===== src/rtl/stae_pkg.sv =====
`default_nettype none

package stae_pkg;

  localparam int NameLen         = 13;
  localparam int AttrLen         = 3;
  localparam int HostCapacityDef = 255;

  localparam logic [7:0] ChLt    = 8'h3C;  // '<'
  localparam logic [7:0] ChGt    = 8'h3E;  // '>'
  localparam logic [7:0] ChSpace = 8'h20;
  localparam logic [7:0] ChDq    = 8'h22;  // '"'
  localparam logic [7:0] ChSq    = 8'h27;  // '\''

  typedef enum logic [1:0] {
    KIND_HOST_BYTE = 2'd0,
    KIND_HOST_DONE = 2'd1,
    KIND_TOO_LONG  = 2'd2
  } kind_e;

  typedef struct packed {
    kind_e      result_kind;
    logic [7:0] host_byte;
    logic [7:0] host_count;
  } result_t;

  typedef struct packed {
    logic finished;
    logic inside_tag;
    logic stream_tag_seen;
  } status_t;

  // "stream:stream", lower case form
  function automatic logic [7:0] name_lo_char(input logic [3:0] p);
    logic [7:0] c;
    case (p)
      4'd0:    c = 8'h73;
      4'd1:    c = 8'h74;
      4'd2:    c = 8'h72;
      4'd3:    c = 8'h65;
      4'd4:    c = 8'h61;
      4'd5:    c = 8'h6D;
      4'd6:    c = 8'h3A;
      4'd7:    c = 8'h73;
      4'd8:    c = 8'h74;
      4'd9:    c = 8'h72;
      4'd10:   c = 8'h65;
      4'd11:   c = 8'h61;
      4'd12:   c = 8'h6D;
      default: c = 8'h00;
    endcase
    return c;
  endfunction

  // "STREAM:STREAM", upper case form
  function automatic logic [7:0] name_hi_char(input logic [3:0] p);
    logic [7:0] c;
    case (p)
      4'd0:    c = 8'h53;
      4'd1:    c = 8'h54;
      4'd2:    c = 8'h52;
      4'd3:    c = 8'h45;
      4'd4:    c = 8'h41;
      4'd5:    c = 8'h4D;
      4'd6:    c = 8'h3A;
      4'd7:    c = 8'h53;
      4'd8:    c = 8'h54;
      4'd9:    c = 8'h52;
      4'd10:   c = 8'h45;
      4'd11:   c = 8'h41;
      4'd12:   c = 8'h4D;
      default: c = 8'h00;
    endcase
    return c;
  endfunction

  // "to=" and "TO="
  function automatic logic [7:0] attr_lo_char(input logic [1:0] p);
    logic [7:0] c;
    case (p)
      2'd0:    c = 8'h74;
      2'd1:    c = 8'h6F;
      2'd2:    c = 8'h3D;
      default: c = 8'h00;
    endcase
    return c;
  endfunction

  function automatic logic [7:0] attr_hi_char(input logic [1:0] p);
    logic [7:0] c;
    case (p)
      2'd0:    c = 8'h54;
      2'd1:    c = 8'h4F;
      2'd2:    c = 8'h3D;
      default: c = 8'h00;
    endcase
    return c;
  endfunction

endpackage

`default_nettype wire


===== src/rtl/stae_in_if.sv =====
`default_nettype none

interface stae_in_if;
  logic       valid;
  logic       ready;
  logic [7:0] data_byte;
  logic       end_of_data;

  modport source (output valid, output data_byte, output end_of_data, input ready);
  modport sink   (input valid, input data_byte, input end_of_data, output ready);
endinterface

`default_nettype wire


===== src/rtl/stae_out_if.sv =====
`default_nettype none

interface stae_out_if;
  logic       valid;
  logic       ready;
  logic [1:0] result_kind;
  logic [7:0] host_byte;
  logic [7:0] host_count;

  modport source (output valid, output result_kind, output host_byte, output host_count,
                  input ready);
  modport sink   (input valid, input result_kind, input host_byte, input host_count,
                  output ready);
endinterface

`default_nettype wire


===== src/rtl/stream_tag_to_attribute_extractor.sv =====
// A result is registered in the output buffer before it appears on out_o.
// Throughput: one byte per cycle unless the buffer is full; state updates on accept.
// A two-entry result buffer keeps input open while one result waits downstream.
// Reset (rst_ni low, asynchronous): all match flags, the position and the host count
// clear, the buffer empties; after a completion or overflow, bytes are taken and dropped.
`default_nettype none

module stream_tag_to_attribute_extractor import stae_pkg::*; #(
  parameter int HOST_CAPACITY = HostCapacityDef
) (
  input  wire logic   clk_i,
  input  wire logic   rst_ni,
  stae_in_if.sink     in_i,
  stae_out_if.source  out_o
);

  logic    accept;
  logic    res_valid;
  result_t res;
  result_t out_data;
  status_t status;
  logic    full;

  assign in_i.ready = !full;
  assign accept     = in_i.valid && in_i.ready;

  stae_parser #(
    .HOST_CAPACITY(HOST_CAPACITY)
  ) u_parser (
    .clk_i         (clk_i),
    .rst_ni        (rst_ni),
    .accept_i      (accept),
    .data_byte_i   (in_i.data_byte),
    .end_of_data_i (in_i.end_of_data),
    .res_valid_o   (res_valid),
    .res_o         (res),
    .status_o      (status)
  );

  stae_out_buf u_out_buf (
    .clk_i       (clk_i),
    .rst_ni      (rst_ni),
    .push_i      (res_valid),
    .push_data_i (res),
    .full_o      (full),
    .valid_o     (out_o.valid),
    .ready_i     (out_o.ready),
    .data_o      (out_data)
  );

  assign out_o.result_kind = out_data.result_kind;
  assign out_o.host_byte   = out_data.host_byte;
  assign out_o.host_count  = out_data.host_count;

  a_finished_sticky: assert property (@(posedge clk_i) disable iff (!rst_ni)
    status.finished |=> status.finished)
    else $error("finished flag dropped without reset");

  a_silent_after_stop: assert property (@(posedge clk_i) disable iff (!rst_ni)
    status.finished |-> !res_valid)
    else $error("result produced after parsing stopped");

  a_terminal_stops: assert property (@(posedge clk_i) disable iff (!rst_ni)
    (res_valid && res.result_kind != KIND_HOST_BYTE) |=> status.finished)
    else $error("completion or overflow did not stop the parser");

  a_count_nonzero: assert property (@(posedge clk_i) disable iff (!rst_ni)
    res_valid |-> res.host_count != 8'd0)
    else $error("result carries a zero host count");

  a_capture_in_tag: assert property (@(posedge clk_i) disable iff (!rst_ni)
    (res_valid && res.result_kind == KIND_HOST_BYTE) |->
      (status.inside_tag && status.stream_tag_seen))
    else $error("host byte captured outside a stream tag");

endmodule

`default_nettype wire


===== src/rtl/stae_parser.sv =====
`default_nettype none

module stae_parser import stae_pkg::*; #(
  parameter int HOST_CAPACITY = HostCapacityDef
) (
  input  wire logic       clk_i,
  input  wire logic       rst_ni,
  input  wire logic       accept_i,
  input  wire logic [7:0] data_byte_i,
  input  wire logic       end_of_data_i,
  output logic            res_valid_o,
  output result_t         res_o,
  output status_t         status_o
);

  localparam logic [7:0] Cap      = 8'(HOST_CAPACITY);
  localparam logic [3:0] NameLast = 4'(NameLen - 1);
  localparam logic [1:0] AttrLast = 2'(AttrLen - 1);

  logic       inside_q, inside_d;
  logic       name_q, name_d;
  logic       seen_q, seen_d;
  logic       attr_q, attr_d;
  logic       capt_q, capt_d;
  logic [3:0] pos_q, pos_d;
  logic [7:0] count_q, count_d;
  logic       finished_q, finished_d;

  logic got, done, too_long, stop;

  always_comb begin
    inside_d   = inside_q;
    name_d     = name_q;
    seen_d     = seen_q;
    attr_d     = attr_q;
    capt_d     = capt_q;
    pos_d      = pos_q;
    count_d    = count_q;
    finished_d = finished_q;
    got        = 1'b0;
    done       = 1'b0;
    too_long   = 1'b0;
    stop       = 1'b0;
    res_valid_o = 1'b0;
    res_o.result_kind = KIND_HOST_BYTE;
    res_o.host_byte   = data_byte_i;
    res_o.host_count  = count_q;

    if (accept_i && !finished_q) begin
      if (!inside_q) begin
        if (data_byte_i == ChLt) begin
          inside_d = 1'b1;
          name_d   = 1'b1;
          seen_d   = 1'b0;
          attr_d   = 1'b0;
          capt_d   = 1'b0;
          pos_d    = '0;
        end
      end else if (data_byte_i == ChGt) begin
        inside_d = 1'b0;
        name_d   = 1'b0;
        attr_d   = 1'b0;
        capt_d   = 1'b0;
        done     = (count_q != 8'd0);
      end else if (data_byte_i == ChSpace && seen_q) begin
        pos_d  = '0;
        attr_d = 1'b1;
        capt_d = 1'b0;
      end else begin
        if (name_q) begin
          if (pos_q > NameLast ||
              (data_byte_i != name_lo_char(pos_q) && data_byte_i != name_hi_char(pos_q))) begin
            name_d = 1'b0;
            stop   = 1'b1;
          end else if (pos_q == NameLast) begin
            seen_d = 1'b1;
            name_d = 1'b0;
            pos_d  = '0;
          end else begin
            pos_d = pos_q + 4'd1;
          end
        end
        if (!stop && seen_d) begin
          if (attr_q) begin
            if (pos_q[3:2] != 2'd0 || pos_q[1:0] > AttrLast ||
                (data_byte_i != attr_lo_char(pos_q[1:0]) &&
                 data_byte_i != attr_hi_char(pos_q[1:0]))) begin
              attr_d = 1'b0;
            end else if (pos_q[1:0] == AttrLast) begin
              capt_d = 1'b1;
              attr_d = 1'b0;
              pos_d  = '0;
            end else begin
              pos_d = pos_q + 4'd1;
            end
          end else if (capt_q && data_byte_i != ChDq && data_byte_i != ChSq) begin
            if (count_q >= Cap) begin
              too_long = 1'b1;
            end else begin
              count_d = count_q + 8'd1;
              got     = 1'b1;
            end
          end
        end
      end

      if (too_long) begin
        // overflow ends parsing at once, end of data is moot
        finished_d        = 1'b1;
        res_valid_o       = 1'b1;
        res_o.result_kind = KIND_TOO_LONG;
        res_o.host_byte   = 8'd0;
        res_o.host_count  = count_q;
      end else begin
        if (end_of_data_i) begin
          finished_d = 1'b1;
          if (count_d != 8'd0) done = 1'b1;
        end
        if (done) begin
          finished_d        = 1'b1;
          res_valid_o       = 1'b1;
          res_o.result_kind = KIND_HOST_DONE;
          res_o.host_byte   = got ? data_byte_i : 8'd0;
          res_o.host_count  = count_d;
        end else if (got) begin
          res_valid_o       = 1'b1;
          res_o.result_kind = KIND_HOST_BYTE;
          res_o.host_count  = count_d;
        end
      end
    end
  end

  always_ff @(posedge clk_i or negedge rst_ni) begin
    if (!rst_ni) begin
      inside_q   <= 1'b0;
      name_q     <= 1'b0;
      seen_q     <= 1'b0;
      attr_q     <= 1'b0;
      capt_q     <= 1'b0;
      pos_q      <= '0;
      count_q    <= '0;
      finished_q <= 1'b0;
    end else begin
      inside_q   <= inside_d;
      name_q     <= name_d;
      seen_q     <= seen_d;
      attr_q     <= attr_d;
      capt_q     <= capt_d;
      pos_q      <= pos_d;
      count_q    <= count_d;
      finished_q <= finished_d;
    end
  end

  assign status_o.finished        = finished_q;
  assign status_o.inside_tag      = inside_q;
  assign status_o.stream_tag_seen = seen_q;

endmodule

`default_nettype wire


===== src/rtl/stae_out_buf.sv =====
`default_nettype none

module stae_out_buf import stae_pkg::*; (
  input  wire logic    clk_i,
  input  wire logic    rst_ni,
  input  wire logic    push_i,
  input  wire result_t push_data_i,
  output logic         full_o,
  output logic         valid_o,
  input  wire logic    ready_i,
  output result_t      data_o
);

  result_t    entry_q [2];
  logic       wr_ptr_q, rd_ptr_q;
  logic [1:0] count_q, count_d;
  logic       pop;

  assign pop     = valid_o && ready_i;
  assign valid_o = (count_q != 2'd0);
  assign full_o  = (count_q == 2'd2);
  assign data_o  = entry_q[rd_ptr_q];

  always_comb begin
    count_d = count_q;
    if (push_i && !pop)      count_d = count_q + 2'd1;
    else if (!push_i && pop) count_d = count_q - 2'd1;
  end

  always_ff @(posedge clk_i or negedge rst_ni) begin
    if (!rst_ni) begin
      wr_ptr_q <= 1'b0;
      rd_ptr_q <= 1'b0;
      count_q  <= '0;
    end else begin
      if (push_i) wr_ptr_q <= ~wr_ptr_q;
      if (pop)    rd_ptr_q <= ~rd_ptr_q;
      count_q <= count_d;
    end
  end

  always_ff @(posedge clk_i) begin
    if (push_i) entry_q[wr_ptr_q] <= push_data_i;
  end

endmodule

`default_nettype wire


===== src/flat_wrapper.sv =====
// flat-port wrapper written by rule: the top's interface ports become plain ports
module stream_tag_to_attribute_extractor_flat import stae_pkg::*;
#(
  parameter int HOST_CAPACITY = HostCapacityDef
)
  (clk_i, rst_ni, in_i_valid, in_i_data_byte, in_i_end_of_data, in_i_ready, out_o_valid, out_o_result_kind, out_o_host_byte, out_o_host_count, out_o_ready);
  stae_in_if in_i_i ();
  stae_out_if out_o_i ();
  input  wire logic clk_i;
  input  wire logic rst_ni;
  input wire logic [$bits(in_i_i.valid)-1:0] in_i_valid;
  input wire logic [$bits(in_i_i.data_byte)-1:0] in_i_data_byte;
  input wire logic [$bits(in_i_i.end_of_data)-1:0] in_i_end_of_data;
  output wire logic [$bits(in_i_i.ready)-1:0] in_i_ready;
  output wire logic [$bits(out_o_i.valid)-1:0] out_o_valid;
  output wire logic [$bits(out_o_i.result_kind)-1:0] out_o_result_kind;
  output wire logic [$bits(out_o_i.host_byte)-1:0] out_o_host_byte;
  output wire logic [$bits(out_o_i.host_count)-1:0] out_o_host_count;
  input wire logic [$bits(out_o_i.ready)-1:0] out_o_ready;
  assign in_i_i.valid = in_i_valid;
  assign in_i_i.data_byte = in_i_data_byte;
  assign in_i_i.end_of_data = in_i_end_of_data;
  assign in_i_ready = in_i_i.ready;
  assign out_o_valid = out_o_i.valid;
  assign out_o_result_kind = out_o_i.result_kind;
  assign out_o_host_byte = out_o_i.host_byte;
  assign out_o_host_count = out_o_i.host_count;
  assign out_o_i.ready = out_o_ready;
  stream_tag_to_attribute_extractor #(.HOST_CAPACITY(HOST_CAPACITY)) u_core (.clk_i(clk_i), .rst_ni(rst_ni), .in_i(in_i_i), .out_o(out_o_i));
endmodule

===== config.mk =====
export PLATFORM = sky130hd
export DESIGN_NAME = stream_tag_to_attribute_extractor_flat
export DESIGN_NICKNAME = d
export VERILOG_FILES = /design/src/rtl/stae_pkg.sv /design/src/rtl/stae_in_if.sv /design/src/rtl/stae_out_if.sv /design/src/rtl/stream_tag_to_attribute_extractor.sv /design/src/rtl/stae_parser.sv /design/src/rtl/stae_out_buf.sv /design/src/flat_wrapper.sv
export SDC_FILE = /design/constraint.sdc
export NUM_CORES = 1
export LEC_CHECK = 0
export BUFFER_PORTS_ARGS = -buffer_cell sky130_fd_sc_hd__buf_2
export CAP_MARGIN = 20
export CORE_ASPECT_RATIO = 0.5
export CORE_UTILIZATION = 53
export CTS_CLUSTER_DIAMETER = 150
export DETAILED_ROUTE_END_ITERATION = 16
export PLACE_DENSITY = 0.72
export SYNTH_ARGS = -nofsm -noshare
export SYNTH_HDL_FRONTEND = slang
export SYNTH_SLANG_ARGS = --single-unit

===== constraint.sdc =====
create_clock -name clk_i -period 4.2 [get_ports clk_i]
set_clock_uncertainty 0.1 [all_clocks]
set_input_delay 0.63 -clock clk_i [delete_from_list [all_inputs] [get_ports clk_i]]
set_output_delay 0.63 -clock clk_i [all_outputs]
set_load 0.1 [all_outputs]

# After elaboration in Yosys (flattened, before gate mapping)
# Memory sizes are Yosys's and may differ from the RTL's.
# Index checks and enable logic that the tools add are counted.
# Widths: inputs -> output; s select.
# word_totals
ff_bits	22
ram_bits	36
mem_bits_ro	224
out_inout_bits	20
wordCells	200
n_memories	3
# mem_list
memory	depth	width	read_ports	rd_clocked_by_memory_dff	wr	line_no	text
(no name shown)	16	7	1	0	0	stae_pkg.sv:36	case (p)
(no name shown)	16	7	1	0	0	stae_pkg.sv:58	case (p)
u_core.u_out_buf.entry_q	2	18	1	0	1	stae_out_buf.sv:14	result_t entry_q [2];
# op_classes
n_addsub	4
order_cmp	3
eq_ne	20
mux	124
n_bitwise	2
n_reduce_logical	33
# op_table
cell	n
$mux 8	34
$mux 1	73
$mux 4	11
$pmux 7 s3	2
$mux 18	2
$ne 8x8->1	4
$eq 8x6->1 const B	3
$ne 8x6->1 const B	2
$reduce_bool 8->1	2
$ne 4x1->1 const B	3
$logic_and 1x1->1	11
$reduce_and 3->1	3
$add 8x1->8 const B	1
$ge 8x8->1 const B	1
$reduce_bool 2->1	4
$reduce_and 6->1	1
$logic_not 1->1	5
$add 4x1->4 const B	1
$eq 2x2->1 const B	2
$eq 4x4->1 const B	1
$gt 4x4->1 const B	1
$mux 2	2
$ne 2x2->1 const B	2
$ne 4x4->1 const B	1
11 further kinds	14

# Depth between registers and ports, before layout
# depth
ltp_word	34
mapped_depth	17

# Modules after synthesis
# Synthesis repeated with hierarchy kept, for this count alone.
# hier_totals
hier_cells	317
hier_area_um2	3542.1
# by_module_without_submodules
module	n_inst	cells_each	area_each_um2	seq_area_each_um2
stae_parser	1	243	1993.2	450.4
stae_out_buf	1	72	1539.0	1181.1
stream_tag_to_attribute_extractor	1	2	10.0	0.0

# Worst setup path before layout
# No wires, ideal clock.
# synth_timing
path_type	reg2reg
from	reg u_core.u_parser.pos_q[0]
to	mem u_core.u_out_buf.entry_q[0][0] in the netlist's numbering (enable)
arrival_time_ps	3656
required_ps	3705
path_slack_ps	49
path_stages_with_launch	13
path_buffers	1
period_less_slack_ps	4151
path_cell_list	dfrtp_1 inv_1 ha_1 clkbuf_1 mux4_2 xnor2_1 a2111oi_4 a2bb2oi_4 nor2_2 a211oi_1 a41oi_1 o31a_1 nor2b_1
# synth_via
elab_chain_len	32
word_cells_on_any_way	59
classes_between	1 x order compare; 3 x eq/ne; 48 x mux; 5 x reduce/logical; 2 x memory
# synth_lines
element	line_no	text
start, declared	stae_parser.sv:25	logic [3:0] pos_q, pos_d;
start signal, assigned	stae_parser.sv:150	pos_q <= pos_d;
$mem_v2 16x7 (on tied branches)	--	
$mux 8	stae_parser.sv:70	if (name_q) begin
$mux 8	stae_parser.sv:65	end else if (data_byte_i == ChSpace && seen_q) begin
$mux 8	stae_parser.sv:59	end else if (data_byte_i == ChGt) begin
$mux 8	stae_parser.sv:50	if (!inside_q) begin
$mux 8	stae_parser.sv:49	if (accept_i && !finished_q) begin
$ne 8x8->1	stae_parser.sv:72	(data_byte_i != name_lo_char(pos_q) && data_byte_i != name_hi_char(pos_q))) begin
$logic_and 1x1->1	stae_parser.sv:72	
(+16 left out)	--	
$mux 1	stae_parser.sv:115	if (end_of_data_i) begin
$mux 1	stae_parser.sv:107	if (too_long) begin
$mux 1	stae_parser.sv:49	
$mux 1	stae_parser.sv:119	if (done) begin
$mux 1 (*)	stae_parser.sv:107	
$mux 1 (*)	stae_parser.sv:49	
$mux 1 (*)	stae_out_buf.sv:43	if (push_i) entry_q[wr_ptr_q] <= push_data_i;
$mux 1 (implied by the code) (*)	stae_out_buf.sv:43	
end, declared	stae_out_buf.sv:14	
# Mark *: on every way between the ends. The rest lies on a longest branch, timed or not. The select of a mux whose other input is x is not followed.

# Worst setup path in the final report
# layout_timing
from	reg u_core.u_parser.pos_q[0]
to	reg u_core.u_out_buf.count_q[1]
# layout_via
elab_chain_len	33
word_cells_on_any_way	62
classes_between	1 x order compare; 3 x eq/ne; 47 x mux; 9 x reduce/logical; 2 x memory
# layout_lines
element	line_no	text
$mem_v2 16x7 (on tied branches)	--	
$mux 8	stae_parser.sv:70	
$mux 8	stae_parser.sv:65	
$mux 8	stae_parser.sv:59	
$mux 8	stae_parser.sv:50	
$mux 8	stae_parser.sv:49	
$ne 8x8->1	stae_parser.sv:72	
$logic_and 1x1->1	stae_parser.sv:72	
(+17 left out)	--	
$mux 1	stae_parser.sv:107	
$mux 1	stae_parser.sv:49	
$mux 1	stae_parser.sv:119	
$mux 1 (*)	stae_parser.sv:107	
$mux 1 (*)	stae_parser.sv:49	
$logic_not 1->1	stae_out_buf.sv:27	else if (!push_i && pop) count_d = count_q - 2'd1;
$logic_and 1x1->1	stae_out_buf.sv:27	
$reduce_bool 2->1 (no source line)	--	
end signal, assigned	stae_out_buf.sv:38	count_q <= count_d;
end, declared	stae_out_buf.sv:16	logic [1:0] count_q, count_d;
# Marked as above.
# A chain may end at the register's enable or synchronous reset.

==> flow_metrics.py <==
metrics = {
    "timing": {
        "report.final.slew_viol_count": 0,
        "slew_headroom_pct": 45.82,
        "report.final.setup_viol": 0,
        "period_share_pct": 94.99,
        "hold_violations": 0,
        "fmax_mhz": 250.7,
        "worst_pin_slew_ns": 0.8126,
        "fin_crit_ns": 3.989,
    },
    "die": {
        "die_x_um": 114.2,
        "num_rows": 19,
        "die_h_um": 58.09,
        "start_util_pct": 57.72,
        "die_area_sq_mm": 0.006632,
        "core_sq_mm": 0.005777,
        "num_io_pins": 33,
    },
    "setup_path": {
        "crit_slowest_cell": "mux4_2",
        "cp_slowest_stage_delay_ns": 0.47,
        "path_class": "reg -> reg",
        "worstPathArrival_ns": 4.14,
        "cp.required_ns": 4.35,
        "crit_chain": "inv_1, ha_2, mux4_2, xnor2_1, a2111oi_4, a2bb2oi_4, nor2_4, nand4b_1, a221o_1, o31a_1, buf_4, ha_1, nor2_1, xor2_1",
        "critPathLaunchType": "register",
        "cp-end-kind": "register",
        "cp_max_fo": 11,
    },
    "job": {
        "drv_cap": 0,
    },
    "synthesis": {
        "synth.cell_area_sq_mm": 0.003334,
        "ys_warn_count": 0,
        "synth_seq_area_share_pct": 48.93,
        "yosysTopAreaCell": "edfxtp_1",
        "async_flop_share_pct": 37.93,
        "ys_ff_latch": 58,
        "avgSynthCellArea_sq_um": 11.04,
        "syn-num-nets": 324,
        "synth_flop_cell": "edfxtp_1",
        "ys_top_cells_by_area": "edfxtp_1, dfrtp_1, mux2_2",
        "synth_edf_count": 36,
        "synth.distinct_cells": 54,
        "yosysTopAreaCellShare_pct": 32.42,
        "syn-instance-count": 302,
    },
    "cells_and_area": {
        "n_antenna_cell": 0,
        "fillers": 437,
        "drive_gt1_share_pct": 28.41,
        "final_common_cell": "edfxtp_1",
        "fin_nets": 362,
        "mostFrequentLayoutCells": "edfxtp_1, buf_2, nand2_1, dfrtp_1",
        "syn2layout_area_growth_pct": 17.07,
        "instances_no_fill": 429,
    },
    "global_route": {
        "antenna_found_initial": 0,
        "track_usage_pct": 23.01,
        "grt_max_degree": 23,
        "grt_pass1_wl_mm": 11.41,
        "grt_pass1_vias": 2403,
        "gr-total-overflow": 0,
    },
    "place": {
        "place_hpwl_mm": 4.953,
        "portBuffers": 32,
        "dp.cells": 413,
        "finalWeightedCongestion": 0.9679,
    },
    "cts": {
        "htreeDepth": 3,
        "clock-sinks": 58,
        "clock_path_buffers": 2,
        "clock_latency_ns": 0.32,
        "cts_root_buf": "clkbuf_16",
        "cts.clk_slew.worst_paths_ns": 0.05,
        "cts_made_buffers": 9,
        "tritoncts": "built",
    },
    "drt": {
        "drt_iter0_drc": 196,
        "ant_nets": 0,
        "drtPass1Iterations": 4,
        "vias": 2419,
        "routedWlPerCell_um": 15.91,
        "finalWirelength_mm": 6.826,
        "drc": 0,
        "viasPerCell": 5.639,
    },
    "pwr": {
        "p_total_mw": 2.059,
        "peakVddDrop_mv": 0.2776,
        "leakage_nw": 1.526,
        "power.density_mw_per_mm2": 527.5,
    },
    "outcome": {
        "status": "finished clean",
    },
    "hold_path": {
        "min_path_type": "in -> async",
    },
}
-- sequential cells by signal (all words and copies together), names as in the netlist --
signal,flops
u_core.u_parser.attr_q,1
u_core.u_out_buf.wr_ptr_q,1
u_core.u_parser.seen_q,1
u_core.u_out_buf.count_q,2
u_core.u_parser.count_q,8
u_core.u_out_buf.entry_q,36
u_core.u_parser.inside_q,1
u_core.u_parser.capt_q,1
u_core.u_parser.finished_q,1
u_core.u_out_buf.rd_ptr_q,1
u_core.u_parser.pos_q,4
u_core.u_parser.name_q,1
-- through the flow --
step,instance area [sq um],hold WS (ns),utilization (%),TNS (ns),setup slack [ns]
final,3904,0.1720,67.58,0,0.2106
after global routing,3904,0.2144,67.58,-0.002683,-0.002683
after detailed placement,3623,0.3658,62.72,0,0.05163
after floorplan,3334,0.2344,-,0,0.04930
after CTS,3895,0.1978,67.42,0,0.03768
after global placement,3623,0.3676,62.72,0,0.2940
-- metal layers --
layer,up-vias,part of all wire [%],track usage (%)
li1,1179,-,-
met1,1168,47,29.07
met2,64,48,38.79
met3,8,4.7,6.904
met4,0,0.66,6.865
met5,-,0,0
-- worst paths after layout --
check | startpoint | to | slack, ns | cells past startpoint
max in group asynchronous | rst_ni | u_core.u_parser.count_q[6]$_DFFE_PN0P_ | 3.47 | 1
hold / removal | rst_ni | u_core.u_parser.pos_q[0]$_DFFE_PN0P_ | 0.17 | 1
min in group clk_i | u_core.u_parser.finished_q$_DFFE_PN0P_ | u_core.u_parser.finished_q$_DFFE_PN0P_ | 0.39 | 1
setup / recovery | u_core.u_parser.pos_q[0]$_DFFE_PN0P_ | u_core.u_out_buf.count_q[1]$_DFFE_PN0P_ | 0.21 | 14
hold reg to reg | u_core.u_parser.finished_q$_DFFE_PN0P_ | u_core.u_parser.finished_q$_DFFE_PN0P_ | 0.39 | 1
setup reg to reg | u_core.u_parser.pos_q[0]$_DFFE_PN0P_ | u_core.u_out_buf.count_q[1]$_DFFE_PN0P_ | 0.21 | 14
-- cell type report --
| type | instances | area [sq um] | share of cell area, % |
|---|---|---|---|
| sequential | 58 | 1632 | 41.79 |
| multi-input combinational | 218 | 1603 | 41.06 |
| timing repair buffer | 43 | 255.2 | 6.538 |
| clock buffer | 9 | 225.2 | 5.769 |
| tap | 84 | 105.1 | 2.692 |
| clock inverter | 7 | 46.29 | 1.186 |
| inverter | 10 | 37.54 | 0.9615 |
-- power breakdown --
group,leakage (nW),switching [mW],internal (mW)
sequential,0.618,0.0661,0.656
combinational,0.780,0.525,0.162
clock,0.129,0.255,0.395
-- cells in the mapped netlist, types with 7 or more instances --
| cell type | n |
|---|---|
| o21ai_0 | 13 |
| ha_1 | 9 |
| a21oi_1 | 14 |
| a21boi_2 | 8 |
| xnor2_1 | 15 |
| nand3_1 | 7 |
| xor2_1 | 11 |
| nor2_1 | 19 |
| edfxtp_1 | 36 |
| nand2_1 | 26 |
| mux2_2 | 19 |
| dfrtp_1 | 22 |
| inv_1 | 8 |
| nor2b_1 | 8 |
| clkbuf_1 | 11 |
-- cell families (layout without fill, tap and decap cells) --
logic type / count (synthesis) / in the layout / synth area share, %
simple gates: 98 / 98 / 15.01
compound gates: 60 / 60 / 14.00
flops: 58 / 58 / 48.93
xor+xnor: 26 / 26 / 6.829
buf+inv: 26 / 69 / 3.264
mux: 25 / 25 / 8.593
fa+ha+maj: 9 / 9 / 3.377
-- what timing repair did --
item                                    CTS  global route
endpoints found under the setup margin    0            38
hold buffers                              0             0
gates resized for setup                   0             3
buffers inserted                          0             0
-- critical path: cells and delay by family (launching register included) --
kind / cells / cell delay (ns)
AOI/OAI and AO/OA: 4 / 1.18
xor gates and xnor gates: 2 / 0.32
adders and majority gates: 2 / 0.64
buffers and inverters: 2 / 0.35
DFF: 1 / 0.37
muxes: 1 / 0.47
and+or+nand+nor: 3 / 0.47
No activity file was read; power rests on OpenSTA's default activity.
